`src/design/rsa_mexp_pkg.sv`:
```
package rsa_mexp_pkg;

    // Fixed widths of the configuration registers and the item fields.
    localparam int CFG_W   = 32;
    localparam int IDX_W   = 2;
    localparam int FUNC_W  = 1;
    localparam int MSG_W   = 32;
    localparam int RES_W   = 32;

    // Configuration register indexes.
    localparam logic [IDX_W-1:0] REG_MODULUS          = 2'd0;
    localparam logic [IDX_W-1:0] REG_PUBLIC_EXPONENT  = 2'd1;
    localparam logic [IDX_W-1:0] REG_PRIVATE_EXPONENT = 2'd2;

    // Operation codes of the func field.
    localparam logic [FUNC_W-1:0] FUNC_ENCRYPT = 1'b0;
    localparam logic [FUNC_W-1:0] FUNC_DECRYPT = 1'b1;

    // Operand selection for the shared modular multiplier.
    typedef logic [1:0] mm_sel_t;
    localparam mm_sel_t SEL_BASE   = 2'd0;
    localparam mm_sel_t SEL_ACC_SQ = 2'd1;
    localparam mm_sel_t SEL_SQ_SQ  = 2'd2;

    typedef struct packed {
        logic    load;
        logic    mm_start;
        mm_sel_t mm_sel;
        logic    mm_step;
        logic    wr_sq;
        logic    wr_acc;
        logic    exp_shift;
        logic    res_load;
    } dp_cmd_t;

    typedef struct packed {
        logic m_le1;
        logic exp_lsb;
        logic exp_zero;
    } dp_status_t;

endpackage

```
`src/design/rsa_mexp_in_if.sv`:
```
interface rsa_mexp_in_if;
    import rsa_mexp_pkg::*;

    logic             valid;
    logic             ready;
    logic [FUNC_W-1:0] func;
    logic [MSG_W-1:0] message_value;

    modport source (output valid, output func, output message_value, input ready);
    modport sink (input valid, input func, input message_value, output ready);
endinterface

```
`src/design/rsa_mexp_out_if.sv`:
```
interface rsa_mexp_out_if;
    import rsa_mexp_pkg::*;

    logic             valid;
    logic             ready;
    logic [RES_W-1:0] result_value;

    modport source (output valid, output result_value, input ready);
    modport sink (input valid, input result_value, output ready);
endinterface

```
`src/design/rsa_mexp_ctrl.sv`:
```
module rsa_mexp_ctrl #(
    parameter int WIDTH = 32
) (
    input  logic                      clk,
    input  logic                      rst_n,
    input  logic                      in_valid,
    output logic                      in_ready,
    output logic                      out_valid,
    input  logic                      out_ready,
    input  rsa_mexp_pkg::dp_status_t  status,
    output rsa_mexp_pkg::dp_cmd_t     cmd
);
    import rsa_mexp_pkg::*;

    localparam int CNT_W = $clog2(WIDTH);
    localparam logic [CNT_W-1:0] CNT_LAST = CNT_W'(WIDTH - 1);

    localparam logic [2:0] ST_IDLE = 3'd0;
    localparam logic [2:0] ST_RED  = 3'd1;
    localparam logic [2:0] ST_BIT  = 3'd2;
    localparam logic [2:0] ST_MACC = 3'd3;
    localparam logic [2:0] ST_MSQ  = 3'd4;
    localparam logic [2:0] ST_FIN  = 3'd5;

    logic [2:0]       state_reg, state_next;
    logic [CNT_W-1:0] cnt_reg, cnt_next;
    logic             out_valid_reg, out_valid_next;
    logic             last_step;

    assign last_step = (cnt_reg == CNT_LAST);
    assign in_ready  = (state_reg == ST_IDLE);
    assign out_valid = out_valid_reg;

    always_comb
    begin
        cmd            = '0;
        state_next     = state_reg;
        cnt_next       = cnt_reg;
        out_valid_next = out_valid_reg;
        if (out_valid_reg && out_ready)
        begin
            out_valid_next = 1'b0;
        end
        case (state_reg)
            ST_IDLE:
            begin
                if (in_valid)
                begin
                    cmd.load = 1'b1;
                    if (status.m_le1)
                    begin
                        state_next = ST_FIN;
                    end
                    else
                    begin
                        // Reduce the base first: base * 1 through the multiplier.
                        cmd.mm_start = 1'b1;
                        cmd.mm_sel   = SEL_BASE;
                        cnt_next     = '0;
                        state_next   = ST_RED;
                    end
                end
            end
            ST_RED:
            begin
                cmd.mm_step = 1'b1;
                cnt_next    = cnt_reg + CNT_W'(1);
                if (last_step)
                begin
                    cmd.wr_sq  = 1'b1;
                    state_next = ST_BIT;
                end
            end
            ST_BIT:
            begin
                cnt_next = '0;
                if (status.exp_zero)
                begin
                    state_next = ST_FIN;
                end
                else if (status.exp_lsb)
                begin
                    cmd.mm_start = 1'b1;
                    cmd.mm_sel   = SEL_ACC_SQ;
                    state_next   = ST_MACC;
                end
                else
                begin
                    cmd.mm_start = 1'b1;
                    cmd.mm_sel   = SEL_SQ_SQ;
                    state_next   = ST_MSQ;
                end
            end
            ST_MACC:
            begin
                cmd.mm_step = 1'b1;
                cnt_next    = cnt_reg + CNT_W'(1);
                if (last_step)
                begin
                    // The square reads only sq, so it may start as acc is written.
                    cmd.wr_acc   = 1'b1;
                    cmd.mm_start = 1'b1;
                    cmd.mm_sel   = SEL_SQ_SQ;
                    cnt_next     = '0;
                    state_next   = ST_MSQ;
                end
            end
            ST_MSQ:
            begin
                cmd.mm_step = 1'b1;
                cnt_next    = cnt_reg + CNT_W'(1);
                if (last_step)
                begin
                    cmd.wr_sq     = 1'b1;
                    cmd.exp_shift = 1'b1;
                    state_next    = ST_BIT;
                end
            end
            ST_FIN:
            begin
                if (!out_valid_reg || out_ready)
                begin
                    cmd.res_load   = 1'b1;
                    out_valid_next = 1'b1;
                    state_next     = ST_IDLE;
                end
            end
            default:
            begin
                state_next = ST_IDLE;
            end
        endcase
    end

    always_ff @(posedge clk or negedge rst_n)
    begin
        if (!rst_n)
        begin
            state_reg     <= ST_IDLE;
            cnt_reg       <= '0;
            out_valid_reg <= 1'b0;
        end
        else
        begin
            state_reg     <= state_next;
            cnt_reg       <= cnt_next;
            out_valid_reg <= out_valid_next;
        end
    end

endmodule

```
`src/design/rsa_mexp_dp.sv`:
```
module rsa_mexp_dp #(
    parameter int WIDTH = 32
) (
    input  logic                                    clk,
    input  logic                                    rst_n,
    input  logic                                    cfg_we,
    input  logic [rsa_mexp_pkg::IDX_W-1:0]          cfg_index,
    input  logic [rsa_mexp_pkg::CFG_W-1:0]          cfg_data,
    input  logic [rsa_mexp_pkg::FUNC_W-1:0]         in_func,
    input  logic [rsa_mexp_pkg::MSG_W-1:0]          in_message,
    input  rsa_mexp_pkg::dp_cmd_t                   cmd,
    output rsa_mexp_pkg::dp_status_t                status,
    output logic [rsa_mexp_pkg::RES_W-1:0]          result_value
);
    import rsa_mexp_pkg::*;

    localparam int T_W = WIDTH + 2;

    logic [WIDTH-1:0] mod_reg, pub_reg, priv_reg;
    logic [WIDTH-1:0] exp_reg, acc_reg, sq_reg;
    logic [WIDTH-1:0] mm_a_reg, mm_b_reg, mm_p_reg;
    logic [WIDTH-1:0] res_reg;

    logic [WIDTH+CFG_W-1:0] cfg_ext, msg_ext, res_ext;
    logic [WIDTH-1:0]       cfg_val, msg_val;

    logic [WIDTH-1:0] addend, p_next;
    logic [T_W-1:0]   t_sum, m1_ext, m2_ext, t_sub1, t_sub2;

    // Register and message values are taken modulo 2^WIDTH.
    assign cfg_ext = {{WIDTH{1'b0}}, cfg_data};
    assign cfg_val = cfg_ext[WIDTH-1:0];
    assign msg_ext = {{(WIDTH + CFG_W - MSG_W){1'b0}}, in_message};
    assign msg_val = msg_ext[WIDTH-1:0];
    assign res_ext = {{CFG_W{1'b0}}, res_reg};
    assign result_value = res_ext[RES_W-1:0];

    assign status.m_le1    = (mod_reg[WIDTH-1:1] == '0);
    assign status.exp_lsb  = exp_reg[0];
    assign status.exp_zero = (exp_reg == '0);

    // One multiplier bit per step: p = (2p + b_msb * a) mod m, with 2p + a < 3m.
    assign addend = mm_b_reg[WIDTH-1] ? mm_a_reg : '0;
    assign t_sum  = {1'b0, mm_p_reg, 1'b0} + {2'b00, addend};
    assign m1_ext = {2'b00, mod_reg};
    assign m2_ext = {1'b0, mod_reg, 1'b0};
    assign t_sub1 = t_sum - m1_ext;
    assign t_sub2 = t_sum - m2_ext;

    always_comb
    begin
        if (t_sum >= m2_ext)
        begin
            p_next = t_sub2[WIDTH-1:0];
        end
        else if (t_sum >= m1_ext)
        begin
            p_next = t_sub1[WIDTH-1:0];
        end
        else
        begin
            p_next = t_sum[WIDTH-1:0];
        end
    end

    always_ff @(posedge clk or negedge rst_n)
    begin
        if (!rst_n)
        begin
            mod_reg  <= WIDTH'(1);
            pub_reg  <= WIDTH'(3);
            priv_reg <= WIDTH'(1);
        end
        else if (cfg_we)
        begin
            case (cfg_index)
                REG_MODULUS:          mod_reg  <= cfg_val;
                REG_PUBLIC_EXPONENT:  pub_reg  <= cfg_val;
                REG_PRIVATE_EXPONENT: priv_reg <= cfg_val;
                default:
                begin
                end
            endcase
        end
    end

    always_ff @(posedge clk)
    begin
        if (cmd.load)
        begin
            acc_reg <= WIDTH'(1);
            exp_reg <= (in_func == FUNC_DECRYPT) ? priv_reg : pub_reg;
        end
        else
        begin
            if (cmd.wr_acc)
            begin
                acc_reg <= p_next;
            end
            if (cmd.exp_shift)
            begin
                exp_reg <= exp_reg >> 1;
            end
        end

        if (cmd.wr_sq)
        begin
            sq_reg <= p_next;
        end

        if (cmd.mm_start)
        begin
            mm_p_reg <= '0;
            case (cmd.mm_sel)
                SEL_BASE:
                begin
                    mm_a_reg <= WIDTH'(1);
                    mm_b_reg <= msg_val;
                end
                SEL_ACC_SQ:
                begin
                    mm_a_reg <= acc_reg;
                    mm_b_reg <= sq_reg;
                end
                default:
                begin
                    mm_a_reg <= sq_reg;
                    mm_b_reg <= sq_reg;
                end
            endcase
        end
        else if (cmd.mm_step)
        begin
            mm_p_reg <= p_next;
            mm_b_reg <= mm_b_reg << 1;
        end

        if (cmd.res_load)
        begin
            res_reg <= status.m_le1 ? '0 : acc_reg;
        end
    end

endmodule

```
`src/design/rsa_modular_exponentiation_unit.sv`:
```
// Modular exponentiation: each item returns message_value raised to the public
// exponent (func 0) or the private exponent (func 1), modulo the modulus register,
// with the base reduced first; a modulus of one gives 0. One item is worked on at
// a time, and the next item is taken while a finished result waits at the output.
// All work runs through one shared shift-add modular multiplier that handles one
// multiplier bit per cycle. Each exponent bit up to the highest set one costs a
// squaring, and each set bit also a multiply into the accumulator. With a modulus
// of zero or one an item skips the multiplier. The user must see that registers
// are written only while the block is idle; the block itself does not enforce this.
module rsa_modular_exponentiation_unit #(
    parameter int WIDTH = 32
) (
    input  logic                              clk,
    input  logic                              rst_n,
    input  logic                              cfg_we,
    input  logic [rsa_mexp_pkg::IDX_W-1:0]    cfg_index,
    input  logic [rsa_mexp_pkg::CFG_W-1:0]    cfg_data,
    rsa_mexp_in_if.sink                       in_ch,
    rsa_mexp_out_if.source                    out_ch
);
    import rsa_mexp_pkg::*;

    dp_cmd_t    cmd;
    dp_status_t status;
    logic       in_acc;

    assign in_acc = in_ch.valid && in_ch.ready;

    rsa_mexp_ctrl #(
        .WIDTH (WIDTH)
    ) u_ctrl (
        .clk       (clk),
        .rst_n     (rst_n),
        .in_valid  (in_ch.valid),
        .in_ready  (in_ch.ready),
        .out_valid (out_ch.valid),
        .out_ready (out_ch.ready),
        .status    (status),
        .cmd       (cmd)
    );

    rsa_mexp_dp #(
        .WIDTH (WIDTH)
    ) u_dp (
        .clk          (clk),
        .rst_n        (rst_n),
        .cfg_we       (cfg_we),
        .cfg_index    (cfg_index),
        .cfg_data     (cfg_data),
        .in_func      (in_ch.func),
        .in_message   (in_ch.message_value),
        .cmd          (cmd),
        .status       (status),
        .result_value (out_ch.result_value)
    );

    // An accepted item always leaves the block busy in the cycle after it is accepted.
    a_busy_after_accept: assert property (@(posedge clk) disable iff (!rst_n)
        in_acc |=> !in_ch.ready)
        else $error("input taken again right after an item was accepted");

    // A new result only appears after the block has been busy.
    a_result_after_work: assert property (@(posedge clk) disable iff (!rst_n)
        $rose(out_ch.valid) |-> !$past(in_ch.ready))
        else $error("result appeared without preceding work");

    // A result is loaded only from the finishing step, never during a multiply.
    a_load_not_during_mul: assert property (@(posedge clk) disable iff (!rst_n)
        cmd.res_load |-> !cmd.mm_step && !cmd.mm_start)
        else $error("result loaded while the multiplier was busy");

endmodule

```
`src/flat_wrapper.sv`:
```
// flat-port wrapper written by rule: the top's interface ports become plain ports
module rsa_modular_exponentiation_unit_flat import rsa_mexp_pkg::*;
#(
    parameter int WIDTH = 32
)
  (clk, rst_n, cfg_we, cfg_index, cfg_data, in_ch_valid, in_ch_func, in_ch_message_value, in_ch_ready, out_ch_valid, out_ch_result_value, out_ch_ready);
  rsa_mexp_in_if in_ch_i ();
  rsa_mexp_out_if out_ch_i ();
  input  logic clk;
  input  logic rst_n;
  input  logic cfg_we;
  input  logic [rsa_mexp_pkg::IDX_W-1:0] cfg_index;
  input  logic [rsa_mexp_pkg::CFG_W-1:0] cfg_data;
  input wire logic [$bits(in_ch_i.valid)-1:0] in_ch_valid;
  input wire logic [$bits(in_ch_i.func)-1:0] in_ch_func;
  input wire logic [$bits(in_ch_i.message_value)-1:0] in_ch_message_value;
  output wire logic [$bits(in_ch_i.ready)-1:0] in_ch_ready;
  output wire logic [$bits(out_ch_i.valid)-1:0] out_ch_valid;
  output wire logic [$bits(out_ch_i.result_value)-1:0] out_ch_result_value;
  input wire logic [$bits(out_ch_i.ready)-1:0] out_ch_ready;
  assign in_ch_i.valid = in_ch_valid;
  assign in_ch_i.func = in_ch_func;
  assign in_ch_i.message_value = in_ch_message_value;
  assign in_ch_ready = in_ch_i.ready;
  assign out_ch_valid = out_ch_i.valid;
  assign out_ch_result_value = out_ch_i.result_value;
  assign out_ch_i.ready = out_ch_ready;
  rsa_modular_exponentiation_unit #(.WIDTH(WIDTH)) u_core (.clk(clk), .rst_n(rst_n), .cfg_we(cfg_we), .cfg_index(cfg_index), .cfg_data(cfg_data), .in_ch(in_ch_i), .out_ch(out_ch_i));
endmodule
```
`config.mk`:
```
export PLATFORM = sky130hd
export DESIGN_NAME = rsa_modular_exponentiation_unit_flat
export DESIGN_NICKNAME = d
export VERILOG_FILES = /design/src/design/rsa_mexp_pkg.sv /design/src/design/rsa_mexp_in_if.sv /design/src/design/rsa_mexp_out_if.sv /design/src/design/rsa_mexp_ctrl.sv /design/src/design/rsa_mexp_dp.sv /design/src/design/rsa_modular_exponentiation_unit.sv /design/src/flat_wrapper.sv
export SDC_FILE = /design/constraint.sdc
export NUM_CORES = 1
export LEC_CHECK = 0
export ABC_AREA = 0
export BUFFER_PORTS_ARGS = -buffer_cell sky130_fd_sc_hd__buf_2
export CORE_ASPECT_RATIO = 0.5
export CORE_MARGIN = 5
export CORE_UTILIZATION = 40
export CTS_CLUSTER_SIZE = 10
export DETAILED_ROUTE_END_ITERATION = 7
export GPL_TIMING_DRIVEN = 0
export PLACE_DENSITY_LB_ADDON = 0.12
export RECOVER_POWER = 100
export SYNTH_ARGS = -nofsm -noshare
export SYNTH_HDL_FRONTEND = slang
export SYNTH_SLANG_ARGS = --single-unit
```
`constraint.sdc`:
```
create_clock -name clk -period 12.45 [get_ports clk]
set_input_delay 0 -clock clk [delete_from_list [all_inputs] [get_ports clk]]
set_output_delay 0 -clock clk [all_outputs]
set_load 0.02 [all_outputs]
```
## Yosys cells after proc, flatten, opt, wreduce, memory -nomap -nowiden

Cells that the tools add are included.

| operators by class | value |
|---|---|
| add/subtract/negate cells | 4 |
| magnitude comparators | 2 |
| reductions and logical operators | 18 |
| multiplexer cells | 39 |
| equality and inequality tests | 14 |

Operator list:

| cell | number |
|---|---|
| 32-bit 2-to-1 mux | 9 |
| 32-bit case mux with 2 select lines | 1 |
| 32-bit subtractor | 2 |
| 33-bit by 32-bit adder with 34-bit output | 1 |
| 34-bit by 32-bit greater-or-equal comparator with 1-bit output | 1 |
| 34-bit by 33-bit greater-or-equal comparator with 1-bit output | 1 |
| 32-bit logical NOT | 1 |
| 31-bit logical NOT | 1 |
| 3-bit 2-to-1 mux | 10 |
| 5-bit case mux with 4 select lines | 1 |
| 5-bit 2-to-1 mux | 3 |
| 3-bit case mux with 5 select lines | 1 |
| 1-bit 2-to-1 mux | 11 |
| 3-bit case mux with 3 select lines | 1 |
| 2-bit inequality test (second input constant) | 4 |
| 3-bit by 2-bit == test with 1-bit output (second input constant) | 2 |
| 3-bit == test (second input constant) | 2 |
| 2-bit AND reduction | 3 |
| 5-bit by 1-bit adder with 5-bit output (second input constant) | 1 |
| 5-bit == test (second input constant) | 1 |
| 2-bit by 1-bit == test with 1-bit output (second input constant) | 2 |
| 2-bit logical NOT | 2 |
| 4-bit 2-to-1 mux | 1 |
| 4-bit AND reduction | 1 |
| 13 further kinds | 14 |

| storage, ports and cells | value |
|---|---|
| bits in registers | 329 |

## Logic depth before layout (Yosys ltp)

Gate-level depths: netlist (run 1).

| logic depth | value |
|---|---|
| depth in word-level cells | 7 |
| gate-level depth with buffers | 26 |
| gate-level depth less buffers | 23 |

## Hierarchy

Synthesis (run 1) repeated with hierarchy kept, for this count alone.

| second synthesis, totals | value |
|---|---|
| cells, all modules | 1992 |
| area total of the unflattened synthesis | 19441.1 µm² |

Modules (own cells, without submodules):

| module | area each (µm²) | times used | seq. area each (µm²) | cells an instance |
|---|---|---|---|---|
| rsa_mexp_dp | 18745.5 | 1 | 8493.1 | 1912 |
| rsa_mexp_ctrl | 695.7 | 1 | 225.2 | 80 |

## Worst setup path after synthesis (run 1)

OpenSTA, ideal clock, no wires.

| timing path | value |
|---|---|
| path type | flip-flop to flip-flop |
| start | register u_core.u_dp.mm_b_reg[31] |
| end | register u_core.u_dp.sq_reg[17] (data pin) |
| clock period less this slack | 5.483 ns |
| buffers on the path | 2 |
| cell stages (with the launch flop) | 22 |
| library setup time | 0.255 ns |
| setup slack | 6.967 ns |
| arrival | 5.228 ns |
| path through | edfxtp_1 clkbuf_1 and2_1 ha_1 or2_1 a21o_1 and2_1 or3b_2 o21ai_0 nor2_1 a311o_1 ha_1 a21o_1 a21oi_1 o21ai_0 a2111o_1 a211oi_4 nor2b_4 buf_6 mux2_1 o21ai_2 inv_1 |

| between the ends | value |
|---|---|
| longest elaborated chain between the ends | 5 |

RTL lines:

| item | line | source |
|---|---|---|
| from (decl) | rsa_mexp_dp.sv:21 | `logic [WIDTH-1:0] mm_a_reg, mm_b_reg, mm_p_reg;` |
| from (signal assigned) | rsa_mexp_dp.sv:118 | `mm_b_reg <= msg_val;` |
| from (signal assigned) | rsa_mexp_dp.sv:123 | `mm_b_reg <= sq_reg;` |
| from (signal assigned) | rsa_mexp_dp.sv:128 | `mm_b_reg <= sq_reg;` |
| 32-bit 2-to-1 mux * | rsa_mexp_dp.sv:43 | `assign addend = mm_b_reg[WIDTH-1] ? mm_a_reg : '0;` |
| 33-bit by 32-bit adder with 34-bit output * | rsa_mexp_dp.sv:44 | `assign t_sum = {1'b0, mm_p_reg, 1'b0} + {2'b00, addend};` |
| 32-bit subtractor or 34-bit by 32-bit greater-or-equal comparator with 1-bit output (tied branches) | rsa_mexp_dp.sv:47, rsa_mexp_dp.sv:56 |  |
| 32-bit 2-to-1 mux | rsa_mexp_dp.sv:56 | `else if (t_sum >= m1_ext)` |
| 32-bit 2-to-1 mux * | rsa_mexp_dp.sv:52 | `if (t_sum >= m2_ext)` |
| net u_core.u_dp.p_next[17] | rsa_mexp_dp.sv:27 | `logic [WIDTH-1:0] addend, p_next;` |
| to (signal assigned) | rsa_mexp_dp.sv:108 | `sq_reg <= p_next;` |
| to (decl) | rsa_mexp_dp.sv:20 | `logic [WIDTH-1:0] exp_reg, acc_reg, sq_reg;` |

The timed path passes the listed nets; every way through them passes the cells marked *.
A chain may end at the register's enable or synchronous reset.

## Final worst setup path (run 1)

| timing path | value |
|---|---|
| start | register u_core.u_dp.mm_b_reg[31] |
| end | register u_core.u_dp.sq_reg[19] (data pin) |

Same word-level chain as after synthesis.

==> impl_metrics.tcl, run 1 <==
set metrics [dict create \
    synth_top_area_cell "edfxtp_1" \
    port_buffers 104 \
    ctsLongestPathBuffers 3 \
    drt_wl_total_um 59600 \
    yosysTopAreaCellShare_pct 25.1 \
    final-hold-violation-count 0 \
    status "finished with violations" \
    final-seq-area_mm2 0.00872 \
    yosys.cell_types.count 86 \
    hp-start "cfg_index[0]" \
    maxSlewHeadroom_pct -106 \
    clk_latency_ps 560 \
    grt_pass1_vias 15000 \
    cts_tree "yes" \
    critPathKind "register to register" \
    holdPathStages 4 \
    min_period_ps 9450 \
    drt_iter0_drc 1577 \
    antennaDiodeCount 0 \
    synth_cells 1886 \
    clk_pin_slew_ps 70 \
    final_nets 2279 \
    cts_buffers 39 \
    grt_max_degree 57 \
    avgRoutedWirePerCell_um 21.5 \
    vias 15400 \
    drc 0 \
    cp_data_required_time_ps 12700 \
    cts_root_buffer "clkbuf_16" \
    initial_core_util_pct 40.7 \
    hp-class "input port to register" \
    finalClockSkew_ps 32.0 \
    clock_sinks 329 \
    dieArea_mm2 0.0525 \
    gr-total-overflow 0 \
    place_congestion 0.968 \
    worst-path-max-fanout 10 \
    hold_end "u_core.u_dp.mod_reg[26]" \
    multiInputGateArea_mm2 0.00965 \
    fmax_mhz 106 \
    ys_warn_count 0 \
    reg2reg_to "u_core.u_dp.sq_reg[19]" \
    antenna_found_initial 1 \
    cts_resized 0 \
    rr_worst_depth 21 \
    htreeDepth 2 \
    synth.area.top_cells "edfxtp_1 25%, dfrtp_1 13%, dfxtp_1 6.7%, ha_1 6.3%, mux2i_1 4.3%" \
    die_w_um 319 \
    cp-start-kind "register" \
    setup-tns-final_ps 0 \
    max-cap-violations 6 \
    num_io_pins 106 \
    drt-vias-per-instance 5.54 \
    track_usage_pct 22.4 \
    grt_pass1_wl_um 90800 \
    rsz0062_at_grt "false" \
    worstPathArrival_ps 9690 \
    synthTopCellsByCount "167 x nand2_1, 160 x edfxtp_1, 149 x o21ai_0" \
    setup_ws_ps 3000 \
    synthesis.area_mm2 0.0191 \
    place_ws_ps 5060 \
    placed_cell_area_mm2 0.0206 \
    worst_slew_pin_slew_ps 3080 \
    drv_slew 239 \
    async_reset_ff_share_pct 31.9 \
    drive_above_1_share_pct 10.1 \
    synth_most_common_cell "nand2_1" \
    area_growth_pct 15.8 \
    rrSetupSlack_ps 3000 \
    final_antenna_net_count 0 \
    fillers 4544 \
    ys_ff_latch 329 \
    syn_nets 2058 \
    seq_area_frac_synth_pct 45.6 \
    avgSynthCellArea_um2 10.1 \
    fp-row-count 56 \
    cp-end-kind "register" \
    timing.final.crit_share_pct 75.9 \
    violations "max-capacitance violations, max-slew violations" \
    dr.pass1.iters 5 \
    final_area_mm2 0.0221 \
    synth_flop_cell "edfxtp_1" \
    die_y_um 165 \
    r2r-start "u_core.u_dp.mm_b_reg[31]" \
    setup_viol 0 \
    core_area_mm2 0.0470 \
    place_hpwl_um 45800 \
    synth_edf_count 160 \
]
layout make-up:
cell class | count | share of cell area (%)
clock buffers | 64 | 4.83
clock inverters | 7 | 0.305
multi-input cells | 1388 | 43.6
inverters | 78 | 1.32
plain buffers | 91 | 1.60
well taps | 638 | 3.61
repair buffers | 180 | 5.39
flip-flops and latches | 329 | 39.4
cell usage in the layout (no fill, tap or decap), types with 42 or more instances in the layout:
| master | instances |
|---|---|
| clkbuf_1 | 154 |
| mux2i_1 | 83 |
| mux2_2 | 72 |
| nor2_1 | 109 |
| inv_1 | 78 |
| ha_1 | 97 |
| a21oi_1 | 120 |
| nand2_1 | 167 |
| dlygate4sd3_1 | 69 |
| edfxtp_1 | 160 |
| dfrtp_1 | 101 |
| dfxtp_1 | 64 |
| buf_2 | 72 |
| a22o_1 | 42 |
| xnor2_1 | 47 |
| o21ai_0 | 167 |
per-stage QoR:
step / utilization [%] / hold WS [ps] / instances
CTS: 47.6 / 1.70 / 2773
finish: 47.1 / 121 / 2775
detailed placement: 43.8 / 70.1 / 2635
global placement: 43.5 / 242 / 2628
floorplan: - / -296 / 1886
global route: 47.1 / 129 / 2775
cell families after synthesis:
family	share of synthesized area, %
AO/OA/AOI/OAI	18.6
XOR/XNOR	3.57
adder cells (fa/ha/maj)	6.66
buffers and inverters	3.54
flip-flops	45.6
multiplexers	8.78
AND/OR/NAND/NOR	13.2
critical path, stage by stage, from the launching register on:
cell and delay [ps]:
edfxtp_1 460, clkbuf_1 380, nand2_1 270, fa_1 490, nor2b_1 160, o31a_1 210, a221oi_1 170, o21ai_0 470
nand2_1 240, o311ai_0 490, xor2_1 480, ha_1 420, a21o_1 260, a21o_1 190, a21oi_1 190, o21ai_0 110
a2111o_1 410, a211oi_1 1150, o21ai_0 850, clkbuf_1 480, o311ai_0 1140, inv_1 110
metal layers:
layer	GRT usage [%]	wire (um)
met4	4.49	1090
met5	0	0
met2	33.0	24600
met1	34.3	29900
met3	4.25	4130
how the worst max path moves through the flow:
stage / cells after the start / slack [ps] / to / from
CTS: 20 / 5000 / u_core.u_dp.sq_reg[22] / u_core.u_dp.mm_b_reg[31]
global placement: 20 / 5070 / u_core.u_dp.sq_reg[22] / u_core.u_dp.mm_b_reg[31]
floorplan: 21 / 6970 / u_core.u_dp.sq_reg[17] / u_core.u_dp.mm_b_reg[31]
finish: 21 / 3000 / u_core.u_dp.sq_reg[19] / u_core.u_dp.mm_b_reg[31]
detailed placement: 20 / 5060 / u_core.u_dp.sq_reg[22] / u_core.u_dp.mm_b_reg[31]
global route: 21 / 2340 / u_core.u_dp.acc_reg[19] / u_core.u_dp.mm_b_reg[31]
timing repair:
item	CTS	global route
endpoints found under the hold margin	237	3
endpoints found under the setup margin	0	0
hold buffers	67	2
setup buffers	0	0
Power of run 1 is not shown: default switching activity piles up to over one toggle a cycle in this logic, so the estimate is an artifact.
==> run 2: changes to the inputs <==
- ABC_AREA: 0 -> 1
- clock period: 12.45 -> 9.3 ns (I/O delays scaled with it)
==> impl_metrics.tcl, run 2 <==
set metrics [dict create \
    status "finished with violations" \
    violations "max-capacitance violations, max-slew violations" \
    cts_buffers 39 \
    grt_pass1_wl_um 111000 \
    avgRoutedWirePerCell_um 18.2 \
    die_w_um 338 \
    cts_root_buffer "clkbuf_16" \
    crit_family "simple AND/OR/NAND/NOR gates" \
    gr-total-overflow 0 \
    cts_resized 0 \
    cts_tree "yes" \
    grt_pass1_vias 19100 \
    antenna_found_initial 2 \
    ys_ff_latch 329 \
    antennaDiodeCount 0 \
    clk_latency_ps 550 \
    crit_top_cell "nand2_1" \
    slowest_delay_ps 810 \
    finalClockSkew_ps 31.6 \
    yosys.cell_types.count 52 \
    worst-path-max-fanout 10 \
    clock_sinks 329 \
    worstPathArrival_ps 7120 \
    final-hold-violation-count 0 \
    place_congestion 0.920 \
    syn_nets 3196 \
    hp-class "input port to register" \
    avgSynthCellArea_um2 7.11 \
    synthesis.area_mm2 0.0215 \
    synth_flop_cell "edfxtp_1" \
    synth_cells 3024 \
    clk_pin_slew_ps 60 \
    yosysTopAreaCellShare_pct 22.4 \
    synth_edf_count 160 \
    drt-vias-per-instance 4.99 \
    timing.final.crit_share_pct 71.3 \
    fp-row-count 60 \
    placed_cell_area_mm2 0.0230 \
    dpl.cell_count 3846 \
    drive_above_1_share_pct 5.68 \
    final_area_mm2 0.0246 \
    rsz0062_at_grt "false" \
    drv_slew 173 \
    critPathKind "register to register" \
    cp-start-kind "register" \
    async_reset_ff_share_pct 31.9 \
    ctsLongestPathBuffers 3 \
    min_period_ps 6630 \
    die_y_um 174 \
    place_hpwl_um 58700 \
    post-cts-setup-buffers 0 \
    final_nets 3415 \
    max-cap-violations 4 \
    stdcell_count 3987 \
    synth_most_common_cell "nand2_1" \
    cp_data_required_time_ps 9790 \
    maxSlewHeadroom_pct -152 \
    fmax_mhz 151 \
    cp-end-kind "register" \
    final_antenna_net_count 0 \
    port_buffers 104 \
    drc 0 \
    setup-tns-final_ps 0 \
    core_area_mm2 0.0535 \
    vias 19900 \
    slowest_stage "a21boi_0" \
    dieArea_mm2 0.0587 \
    layout_commonest_cell "nand2_1" \
    cp_num_buf_inv 6 \
    drt_iter0_drc 1787 \
    dr.pass1.iters 6 \
    synthTopCellsByCount "923 x nand2_1, 509 x inv_1, 271 x nor2_1" \
    ys_warn_count 0 \
    drt_wl_total_um 72500 \
    final_cell_mix "931 x nand2_1, 511 x inv_1, 272 x nor2_1, 252 x o21ai_0, 165 x nand3_1" \
    num_io_pins 106 \
    synth.area.top_cells "edfxtp_1 22%, nand2_1 16%, dfrtp_1 12%, inv_1 8.9%, dfxtp_1 6.0%" \
    area_growth_pct 14.6 \
    initial_core_util_pct 40.2 \
    seq_area_frac_synth_pct 40.6 \
    setup_viol 0 \
    synth_top_area_cell "edfxtp_1" \
    worst_slew_pin_slew_ps 3790 \
    grt_max_degree 69 \
    track_usage_pct 24.4 \
    htreeDepth 2 \
]
run 2: changes by cell type after synthesis, sizes merged, moves of 36 or more:
cell	delta
a21oi	-36
a22o	-40
inv	+449
mux2	-74
mux2i	-83
nand2	+769
nand3	+141
nor2	+168
nor2b	-39
o21ai	+83
run 2: final timing paths:
path	slack, ps	depth (start not counted)	endpoint	start
setup / recovery	2670	29	u_core.u_dp.mm_p_reg[25]	u_core.u_dp.mm_b_reg[31]
hold / removal	50	3	u_core.u_dp.exp_reg[0]	in_ch_func
setup reg to reg	2670	29	u_core.u_dp.mm_p_reg[25]	u_core.u_dp.mm_b_reg[31]
hold reg to reg	460	2	u_core.u_dp.mm_p_reg[23]	u_core.u_dp.mm_p_reg[23]
max in group asynchronous	4270	4	u_core.u_dp.mod_reg[25]	rst_n
min in group asynchronous	820	3	u_core.u_dp.priv_reg[15]	rst_n
run 2: cell families (layout without fill, tap and decap cells):
kind of cell / Yosys count / after routing / share of synthesized area (%)
buffers and inverters: 623 / 873 / 11.3
AND/OR/NAND/NOR: 1508 / 1508 / 29.6
multiplexers: 1 / 1 / 0.0524
adder cells (fa/ha/maj): 100 / 100 / 5.93
XOR/XNOR: 51 / 51 / 2.08
flip-flops: 329 / 329 / 40.6
AO/OA/AOI/OAI: 412 / 412 / 10.5
run 2: worst register-to-register path, delay by kind of cell, from the launching register on:
kind	cells	cell delay [ps]
AND/OR/NAND/NOR	17	2050
buffers and inverters	6	1370
adder cells (fa/ha/maj)	3	1060
AO/OA/AOI/OAI	2	950
flip-flops	1	640
XOR/XNOR	1	540
run 2: timing repair:
| action | CTS | global route |
|---|---|---|
| endpoints found under the setup margin | 0 | 0 |
| hold buffers | 69 | 0 |
| endpoints found under the hold margin | 235 | 0 |
run 2: layout make-up:
class                   instances  area (um^2)
well taps                     713          892
clock buffers                  69         1140
repair buffers                178         1190
fillers                      5581        28800
inverters                     530         1990
plain buffers                  93          399
flip-flops and latches        329         8720
multi-input cells            2072        10300
clock inverters                 3         30.0
run 2: per-stage QoR:
| stage | setup slack, ps | utilization, % | hold slack (ps) |
|---|---|---|---|
| global placement | 3760 | 42.8 | 203 |
| global route | 2220 | 46.0 | 49.7 |
| detailed placement | 3740 | 43.1 | 12.0 |
| finish | 2670 | 46.0 | 47.3 |
| floorplan | 5320 | - | -296 |
| CTS | 3740 | 46.6 | 36.4 |
run 2: per-layer routing:
metal	vias up	track usage, %	share of wire [%]
met5	-	0	0
met4	0	4.31	1.8
met3	80	2.79	5.7
met2	495	37.4	42
met1	9276	37.5	50
li1	10100	-	-
Power of run 2 is left out for the same reason.
==> run 3: changes to the inputs <==
- clock period: 9.3 -> 5.4 ns (I/O delays scaled with it)
==> impl_metrics.tcl, run 3 (synthesis gave the netlist of run 2 again) <==
set metrics [dict create \
    status "finished with violations" \
    violations "max-capacitance violations, max-slew violations" \
    die_y_um 174 \
    max-cap-violations 3 \
    fmax_mhz 198 \
    grt_pass1_wl_um 111000 \
    place_congestion 0.920 \
    slowest_stage "edfxtp_1" \
    worst-path-max-fanout 10 \
    dpl.cell_count 3846 \
    maxSlewHeadroom_pct -26.8 \
    dieArea_mm2 0.0587 \
    final_antenna_net_count 0 \
    critPathKind "register to register" \
    cts_tree "yes" \
    hp-class "input port to register" \
    setup-tns-final_ps 0 \
    track_usage_pct 24.4 \
    drt-vias-per-instance 5.02 \
    cts_root_buffer "clkbuf_16" \
    setup_viol 0 \
    rsz0062_at_grt "true" \
    fp-row-count 60 \
    place_hpwl_um 58700 \
    final-hold-violation-count 0 \
    antennaDiodeCount 0 \
    cp-start-kind "register" \
    avgRoutedWirePerCell_um 18.2 \
    final_nets 3416 \
    setup.worst_path.start "u_core.u_dp.mm_b_reg[31]" \
    clk_pin_slew_ps 60 \
    min_period_ps 5060 \
    holdPathStages 3 \
    finalClockSkew_ps 30.5 \
    area_growth_pct 15.3 \
    cp_data_required_time_ps 5880 \
    slowest_delay_ps 530 \
    clk_latency_ps 550 \
    stdcell_count 3988 \
    gr-total-overflow 0 \
    r2r-start "u_core.u_dp.mm_b_reg[31]" \
    crit_top_cell "nand2_1" \
    worstPathArrival_ps 5550 \
    initial_core_util_pct 40.2 \
    drive_above_1_share_pct 6.78 \
    cp-end-kind "register" \
    antenna_found_initial 2 \
    port_buffers 104 \
    final-seq-area_mm2 0.00872 \
    worst_slew_pin_slew_ps 1900 \
    die_w_um 338 \
    core_area_mm2 0.0535 \
    drt_wl_total_um 72400 \
    clock_sinks 329 \
    drv_slew 131 \
    htreeDepth 2 \
    hp-start "in_ch_func" \
    ctsLongestPathBuffers 3 \
    rr_worst_depth 29 \
    cts_buffers 39 \
    timing.final.crit_share_pct 93.7 \
    num_io_pins 106 \
    dr.pass1.iters 8 \
    multiInputGateArea_mm2 0.0104 \
    grt_max_degree 69 \
    drc 0 \
    vias 20000 \
    layout_commonest_cell "nand2_1" \
    grt_pass1_vias 19100 \
    fillers 5558 \
    drt_iter0_drc 1729 \
    final_cell_mix "922 x nand2_1, 510 x inv_1, 272 x nor2_1, 251 x o21ai_0, 160 x edfxtp_1" \
]
[run 3: stage by stage]
stage / hold slack [ps] / area (um^2) / util [%] / setup slack [ps]
after detailed placement: 12.0 / 23000 / 43.1 / -157
after CTS: 36.4 / 24900 / 46.6 / 41.0
final: 47.5 / 24800 / 46.3 / 339
after floorplan: -296 / 21500 / - / 1420
after global placement: 203 / 22900 / 42.8 / -143
after global routing: 49.7 / 24800 / 46.3 / -27.1
[run 3: critical path: cells and delay by family, from the launching register on]
kind | cells | cell delay (ps)
buffers and inverters | 7 | 920
flip-flops | 1 | 530
AO/OA/AOI/OAI | 1 | 130
adder cells (fa/ha/maj) | 2 | 780
AND/OR/NAND/NOR | 19 | 2600
[run 3: layout make-up]
cell class                      instances  area share [%]
Clock inverter                          3           0.121
Tap cell                              713            3.60
Sequential cell                       329            35.2
Buffer                                 93            1.78
Inverter                              530            8.03
Clock buffer                           69            4.60
Timing Repair Buffer                  179            4.82
Multi-Input combinational cell       2072            41.8
[run 3: path summary, 6_finish.rpt]
kind	to	slack (ps)
max	u_core.u_dp.mm_p_reg[18]	340
min	u_core.u_dp.exp_reg[1]	50
max reg2reg	u_core.u_dp.mm_p_reg[18]	340
max in group asynchronous	u_core.u_dp.mod_reg[25]	2230
min reg2reg	u_core.u_dp.mm_p_reg[5]	460
min in group asynchronous	u_core.u_dp.priv_reg[19]	810
[run 3: what timing repair did]
action                                  in CTS  in global routing
gates resized for setup                      1                 12
endpoints found under the setup margin      88                 96
endpoints found under the hold margin      235                  0
buffers inserted                             0                  1
hold buffers                                69                  0
[run 3: routing by layer]
metal	vias up	GRT usage [%]	part of all wire, %
li1	10100	-	-
met1	9325	37.5	50
met2	538	37.4	42
met3	78	2.79	6.3
met4	0	4.31	1.7
met5	-	0	0
Power of run 3 is left out for the same reason.
